$ cat src/hdl/slc_pkg.sv
`default_nettype none
// ----------------------------------------------------------------------------
// slc_pkg
// Shared constants, types and the slice hash of the sliced LRU set counter.
// ----------------------------------------------------------------------------
package slc_pkg;

    localparam int ADDR_W        = 53;
    localparam int FULL_ADDR_W   = 54;
    localparam int SLICE_W       = 3;
    localparam int LINE_OFS_W    = 6;
    localparam int SET_IDX_W_DEF = 11;
    localparam int WAYS_DEF      = 16;
    localparam int CFG_W         = 5;
    localparam int FILL_W        = 5;
    localparam int WAY_W         = 4;
    localparam int CNT_W         = 32;
    localparam int SET_OUT_W     = 11;
    localparam logic [CFG_W-1:0] ACTIVE_WAYS_RST = 5'd11;

    typedef enum logic [2:0] {
        S_CLEAR = 3'b001,
        S_IDLE  = 3'b010,
        S_LOOK  = 3'b100
    } t_state;

    // Outcome of the way search for one item.
    typedef struct packed {
        logic             hit;
        logic [WAY_W-1:0] way;
        logic             fill_inc;
    } t_way_res;

    // Three XOR parity functions over address bits 6 to 37.
    function automatic logic [SLICE_W-1:0] slice_hash(input logic [FULL_ADDR_W-1:0] a);
        logic p_hi;
        logic p_mid;
        logic p_lo;
        p_hi  = a[37] ^ a[36] ^ a[35] ^ a[34] ^ a[31] ^ a[30] ^ a[27] ^ a[26]
              ^ a[23] ^ a[22] ^ a[19] ^ a[16] ^ a[13] ^ a[12] ^ a[8];
        p_mid = a[37] ^ a[35] ^ a[34] ^ a[33] ^ a[31] ^ a[29] ^ a[28] ^ a[26]
              ^ a[24] ^ a[23] ^ a[22] ^ a[21] ^ a[20] ^ a[19] ^ a[17] ^ a[15]
              ^ a[13] ^ a[11] ^ a[7];
        p_lo  = a[36] ^ a[35] ^ a[33] ^ a[32] ^ a[30] ^ a[28] ^ a[27] ^ a[26]
              ^ a[25] ^ a[24] ^ a[22] ^ a[20] ^ a[18] ^ a[17] ^ a[16] ^ a[14]
              ^ a[12] ^ a[10] ^ a[6];
        return {p_hi, p_mid, p_lo};
    endfunction

endpackage
`default_nettype wire

$ cat src/hdl/slc_way_ctl.sv
`default_nettype none
// ----------------------------------------------------------------------------
// slc_way_ctl
// Tag compare, fill or victim choice and LRU reorder for one set row.
// ----------------------------------------------------------------------------
module slc_way_ctl #(
    parameter int WAYS  = slc_pkg::WAYS_DEF,
    parameter int TAG_W = 37
) (
    input  wire logic [WAYS*TAG_W-1:0]          i_tags,
    input  wire logic [TAG_W-1:0]               i_tag,
    input  wire logic [slc_pkg::FILL_W-1:0]     i_fill,
    input  wire logic [slc_pkg::FILL_W-1:0]     i_eff,
    input  wire logic [WAYS*slc_pkg::WAY_W-1:0] i_lru,
    output slc_pkg::t_way_res                   o_res,
    output logic [WAYS*slc_pkg::WAY_W-1:0]      o_lru
);

    localparam int WW = slc_pkg::WAY_W;

    logic [slc_pkg::FILL_W-1:0] valid;
    logic                       hit;
    logic [WW-1:0]              hit_way;
    logic [WW-1:0]              victim;
    logic [WW-1:0]              way;
    logic [WW-1:0]              pos;

    always_comb begin
        valid   = (i_fill < i_eff) ? i_fill : i_eff;
        hit     = 1'b0;
        hit_way = '0;
        // Descending scan so the lowest matching way wins.
        for (int w = WAYS - 1; w >= 0; w--) begin
            if ((slc_pkg::FILL_W'(w) < valid) && (i_tags[w*TAG_W +: TAG_W] == i_tag)) begin
                hit     = 1'b1;
                hit_way = WW'(w);
            end
        end
        // Least recent way inside the active range: highest rank wins.
        victim = '0;
        for (int r = 0; r < WAYS; r++) begin
            if ({1'b0, i_lru[r*WW +: WW]} < i_eff) begin
                victim = i_lru[r*WW +: WW];
            end
        end
        o_res.hit      = hit;
        o_res.fill_inc = !hit && (i_fill < i_eff);
        if (hit) begin
            way = hit_way;
        end else if (i_fill < i_eff) begin
            way = i_fill[WW-1:0];
        end else begin
            way = victim;
        end
        o_res.way = way;
        pos = WW'(WAYS - 1);
        for (int i = WAYS - 1; i >= 0; i--) begin
            if (i_lru[i*WW +: WW] == way) begin
                pos = WW'(i);
            end
        end
        o_lru[0 +: WW] = way;
        for (int i = 1; i < WAYS; i++) begin
            if (WW'(i) <= pos) begin
                o_lru[i*WW +: WW] = i_lru[(i-1)*WW +: WW];
            end else begin
                o_lru[i*WW +: WW] = i_lru[i*WW +: WW];
            end
        end
    end

endmodule
`default_nettype wire

$ cat config.mk
export PLATFORM = sky130hd
export DESIGN_NAME = slc_way_ctl
export DESIGN_NICKNAME = d
export VERILOG_FILES = /design/src/hdl/slc_pkg.sv /design/src/hdl/slc_way_ctl.sv
export SDC_FILE = /design/constraint.sdc
export NUM_CORES = 1
export LEC_CHECK = 0
export BUFFER_PORTS_ARGS = -buffer_cell sky130_fd_sc_hd__buf_4
export CAP_MARGIN = 5
export CORE_AREA = 10 10 290 292
export DETAILED_ROUTE_END_ITERATION = 10
export DIE_AREA = 0 0 300 302
export REMOVE_ABC_BUFFERS = 1
export SLEW_MARGIN = 20
export SYNTH_ARGS = -nofsm -noshare
export SYNTH_HDL_FRONTEND = slang
export SYNTH_SLANG_ARGS = --single-unit
$ cat constraint.sdc
create_clock -name vclk -period 5.4
set_input_delay 0 -clock vclk [all_inputs]
set_output_delay 0 -clock vclk [all_outputs]
set_load 0.005 [all_outputs]
======== Yosys cells after proc, flatten, opt, wreduce, memory -nomap -nowiden ========
Cells that the tools add are included.
cells by class
  order comparisons ....................... 48
  multiplexer cells ....................... 81
  reductions and logical operators ........ 18
  equality and inequality tests ........... 31
operators with widths
  cell                number
  $eq 37x37->1        16
  $mux 4              63
  $lt 4x5->1          16
  $eq 4x4->1          15
  $lt 4x5->1 const A  8
  $le 4x4->1 const A  8
  $lt 3x5->1 const A  4
  $logic_and 1x1->1   17
  $mux 1              17
  $le 3x4->1 const A  4
  $lt 1x5->1 const A  2
  $lt 2x5->1 const A  2
  $le 2x4->1 const A  2
  $lt 5x5->1          1
  $mux 5              1
  $le 1x4->1 const A  1
  $logic_not 1->1     1
word-level totals
  input bits .............................. 703
  output and inout bits ................... 70
  register bits after elaboration ......... 0
  logic and storage cells ................. 178

======== Longest topological paths before layout ========
  depth in word-level cells ............... 39
  depth in mapped cells ................... 26
  gate-level depth less buffers ........... 19

======== Worst setup path before layout ========
Ideal clock, no wire load.
  path kind ............................... input-to-output
  from .................................... in i_eff[4] (netlist bit)
  to ...................................... out o_lru[57] (netlist bit)
  slack ................................... 0.106 ns
  data required time ...................... 5.400 ns
  arrival time ............................ 5.294 ns
  stages on the path ...................... 24
  cell sequence ........................... clkbuf_1 > inv_1 > clkbuf_1 > ha_1 > a21o_1 > clkbuf_1 > a2111oi_0 > o221ai_1 > a22oi_1 > and3_1 > buf_6 > o211ai_2 > nor3_2 > nor2_8 > buf_8 > xnor2_1 > nor4b_1 > nor2_2 > and4_1 > buf_4 > and2_1 > buf_4 > nand2_2 > mux2_2
between the ends
  word-level cells in the longest chain between the ends .. 39
  elaborated cells on any way between the ends .. 132
  classes of those cells .................. 34 x order compare; 15 x eq/ne; 67 x mux; 16 x reduce/logical
ends and longest elaborated chain
  item                                             RTL line                              RTL
  from (decl)                                      slc_way_ctl.sv:13                     input wire logic [slc_pkg::FILL_W-1:0] i_eff,
  $lt 5x5->1                                       slc_way_ctl.sv:29, slc_way_ctl.sv:50
  $mux 5                                           slc_way_ctl.sv:29                     valid = (i_fill < i_eff) ? i_fill : i_eff;
  $lt 4x5->1                                       slc_way_ctl.sv:34                     if ((slc_pkg::FILL_W'(w) < valid) && (i_tags[w*TAG_W +: TAG_W] == i_tag)) begin
  $logic_and 1x1->1                                slc_way_ctl.sv:34
  $mux 4 or $mux 1 (tied branches) (16 in series)  slc_way_ctl.sv:34
  $mux 4 (*)                                       slc_way_ctl.sv:48                     if (hit) begin
  $eq 4x4->1                                       slc_way_ctl.sv:58                     if (i_lru[i*WW +: WW] == way) begin
  $mux 1                                           slc_way_ctl.sv:58
  $mux 4 (13 in series)                            slc_way_ctl.sv:58
  $mux 4 (*)                                       slc_way_ctl.sv:58
  $le 4x4->1 (*)                                   slc_way_ctl.sv:64                     if (WW'(i) <= pos) begin
  $mux 4 (*)                                       slc_way_ctl.sv:64
  to (decl)                                        slc_way_ctl.sv:16                     output logic [WAYS*slc_pkg::WAY_W-1:0] o_lru
Mark *: on every way between the ends. The rest lies on a longest branch, timed or not.

======== Worst setup path in the final report ========
  from .................................... in i_tag[26]
  to ...................................... out o_lru[55] (netlist bit)
between the ends
  word-level cells in the longest chain between the ends .. 37
  elaborated cells on any way between the ends .. 97
  classes of those cells .................. 1 x order compare; 31 x eq/ne; 49 x mux; 16 x reduce/logical
ends and longest elaborated chain
  item                                             RTL line           RTL
  from (decl)                                      slc_way_ctl.sv:11  input wire logic [TAG_W-1:0] i_tag,
  $eq 37x37->1                                     slc_way_ctl.sv:34
  $logic_and 1x1->1                                slc_way_ctl.sv:34
  $mux 4 or $mux 1 (tied branches) (16 in series)  slc_way_ctl.sv:34
  $mux 4 (*)                                       slc_way_ctl.sv:48
  $eq 4x4->1                                       slc_way_ctl.sv:58
  $mux 1                                           slc_way_ctl.sv:58
  $mux 4 (13 in series)                            slc_way_ctl.sv:58
  $mux 4 (*)                                       slc_way_ctl.sv:58
  $le 4x4->1 (*)                                   slc_way_ctl.sv:64
  $mux 4 (*)                                       slc_way_ctl.sv:64
Marks and branches as above.

==> impl_metrics.py <==
metrics = {
    "synth": {
        "synth.largest_area_cell": "xnor2_1",
        "yosysWarningCount": 0,
        "ys_seq_area_share_pct": 0,
        "synth.top_cells.by_area": "xnor2_1 22%, xor2_1 19%, nor4_1 5.5%",
        "synth_cell_types": 93,
        "synth.most_common_cell": "xnor2_1",
        "avgSynthCellArea_um2": 7.338,
        "syn_inst": 1828,
        "yosys-top-cells-count": "340 x xnor2_1, 288 x xor2_1, 119 x nor4_1",
        "yosysTopAreaCellShare_pct": 22.20,
        "netlist_area_mm2": 0.01341,
    },
    "sta": {
        "worst_pin_slew_ns": 0.6539,
        "post-route-min-period_ns": 5.311,
        "period_share_pct": 98.34,
        "slew_violations": 0,
        "report.final.hold_viol_count": 0,
        "fmax_mhz": 188.3,
        "setup_violations": 0,
        "rsz0062_at_grt": "true",
        "relSlewSlack_pct": 55.84,
        "fin_ws_ns": 0.08949,
    },
    "pwr": {
        "comb_power_share_pct": 100.0,
        "p_per_area_mw_per_mm2": 125.4,
        "leakage_nw": 9.807,
        "internal_power_mw": 1.404,
        "p_sw_share_pct": 51.45,
        "irDropWorstVdd_uv": 75.74,
        "p_total_mw": 2.892,
        "p_clk_share_pct": 0,
        "switchingPower_mw": 1.488,
        "pwr-share-seq_pct": 0,
    },
    "route": {
        "post_drt_wl_per_cell_um": 34.04,
        "ant_nets": 0,
        "drtPass1Iterations": 5,
        "viasPerCell": 5.109,
        "wirelength_mm": 132.0,
        "drcViolationCount": 0,
        "drt-initial-drc-count": 1650,
        "vias": 19810,
    },
    "global_route": {
        "track_usage_pct": 27.28,
        "grt.overflow.total": 0,
        "antenna_found_initial": 64,
        "grt_pass1_wl_mm": 172.7,
        "grt_pass1_vias": 20380,
        "grt_max_degree": 19,
    },
    "die": {
        "die_h_um": 302,
        "start_util_pct": 17.12,
        "io_pins": 773,
        "core_mm2": 0.07836,
        "dieArea_mm2": 0.09060,
        "die_x_um": 300,
        "rows": 103,
    },
    "worst_setup_path": {
        "startpoint_type": "input port",
        "required_ns": 5.40,
        "crit_arrival_ns": 5.31,
        "cp_top_family": "simple AND/OR/NAND/NOR gates",
        "worstSetupPathType": "input port to primary output",
        "cp_cell_sequence": "buf_4 -> xor2_1 -> or4_1 -> or4_1 -> or4_4 -> o22a_1 -> and3_1 -> o211ai_2 -> nor3_4 -> nor2_8 -> xnor2_1 -> nor3b_1 -> buf_4 -> o311ai_4 -> a211oi_4 -> o21ai_4 -> buf_4 -> o21ai_4 -> mux2_1 -> buf_4",
        "crit_path_max_incr_delay_ns": 0.63,
        "cp_max_fo": 10,
        "crit_top_cell": "buf_4",
        "path_buf_inv": 4,
        "crit_slowest_cell": "or4_4",
        "cp-end-kind": "primary output",
    },
    "status": {
        "status": "completed",
    },
    "min_path": {
        "hp-start": "i_lru[16]",
        "holdPathStages": 3,
        "min-delay-path-class": "input port to primary output",
        "holdPathEnd": "o_lru[20]",
    },
    "place": {
        "place.gp.congestion": 1.015,
        "io_buffers": 773,
        "hpwlAfterDp_mm": 114.1,
        "place_ws_ns": -0.6431,
    },
    "cells_and_area": {
        "seq_cells": 0,
        "fin_util_pct": 29.45,
        "layout.area.seq_um2": 0,
        "drive_above_1_share_pct": 43.34,
        "multi_input_area_mm2": 0.01308,
        "clkbuf_count": 0,
        "area_growth_pct": 72.01,
        "fillCellCount": 8740,
        "finalNetCount": 3558,
    },
    "cts": {
        "postCtsHoldBufs": 0,
    },
    "job": {
        "cap_violations": 0,
    },
}
## metal layers
layer  part of all wire [%]  global-route usage [%]  vias to the layer above
li1                       -                       -                     8732
met1                     37                   30.93                     9542
met2                     48                   47.09                     1217
met3                    9.6                   7.984                      285
met4                    4.9                   11.86                       38
met5                   0.19                       0                        -
## cell usage in the layout (no fill, tap or decap), types with 24 or more instances in the layout
cell type and count:
buf_12 24, nor3_1 39, nand4_1 110, nand2_1 78, diode_2 27, nor4_1 107, xnor2_1 340, a21oi_1 43
buf_4 1059, ha_1 52, nor2_1 73, mux2_2 28, o21a_1 25, nand3_1 33, xor2_1 288, inv_1 34
o21ai_0 65
## worst max path at each step
| stage | start | end | slack, ns | depth (start not counted) |
|---|---|---|---|---|
| 2_1_floorplan | i_eff[2] | o_lru[44] | -0.38 | 18 |
| 3_3_place_gp | i_eff[4] | o_lru[54] | -0.63 | 25 |
| 3_5_place_dp | i_eff[2] | o_lru[55] | -0.64 | 25 |
| 4_1_cts | i_eff[4] | o_lru[38] | 0.03 | 22 |
| 5_1_grt | i_eff[2] | o_lru[46] | -0.009 | 25 |
| 6_report | i_tag[26] | o_lru[55] | 0.09 | 20 |
## cell families (layout without fill, tap and decap cells)
group	after synthesis	in the layout	synth area share [%]
AO/OA/AOI/OAI	350	350	18.93
XOR/XNOR	628	628	41.00
adder cells (fa/ha/maj)	52	52	4.850
buffers and inverters	149	1122	5.316
multiplexers	60	60	4.897
other	0	27	0
AND/OR/NAND/NOR	589	589	25.00
## power groups by stage
stage | Clock [mW] | Sequential [mW] | Combinational (mW)
floorplan | 0 | 0 | 1.10
global placement | 0 | 0 | 2.79
detailed placement | 0 | 0 | 2.80
CTS | 0 | 0 | 2.83
global route | 0.000000353 | 0 | 3.06
finish | 0.000000704 | 0 | 2.89
## what timing repair did
action | in CTS | in global routing
gates resized for setup | 22 | 66
pin swaps | 2 | 12
setup buffers | 0 | 4
endpoints found under the setup margin | 40 | 37
## final cells by class
type	instances	share of cell area, %
inverter	35	0.5802
multi-input combinational	1679	56.70
tap	1050	5.694
antenna	27	0.2928
timing repair buffer	1087	36.73
## through the flow
stage / cell area [um2] / TNS (ns) / hold slack [ns] / instances
5_1_grt: 23040 / -0.009078 / 0.3532 / 3865
3_5_place_dp: 22590 / -17.39 / 0.3312 / 3847
2_1_floorplan: 12830 / -8.194 / 0.09717 / 1714
3_3_place_gp: 22590 / -17.09 / 0.3352 / 3847
4_1_cts: 22680 / 0 / 0.3368 / 3847
6_report: 23070 / 0 / 0.3399 / 3878
(Power assumes the default switching activity.)
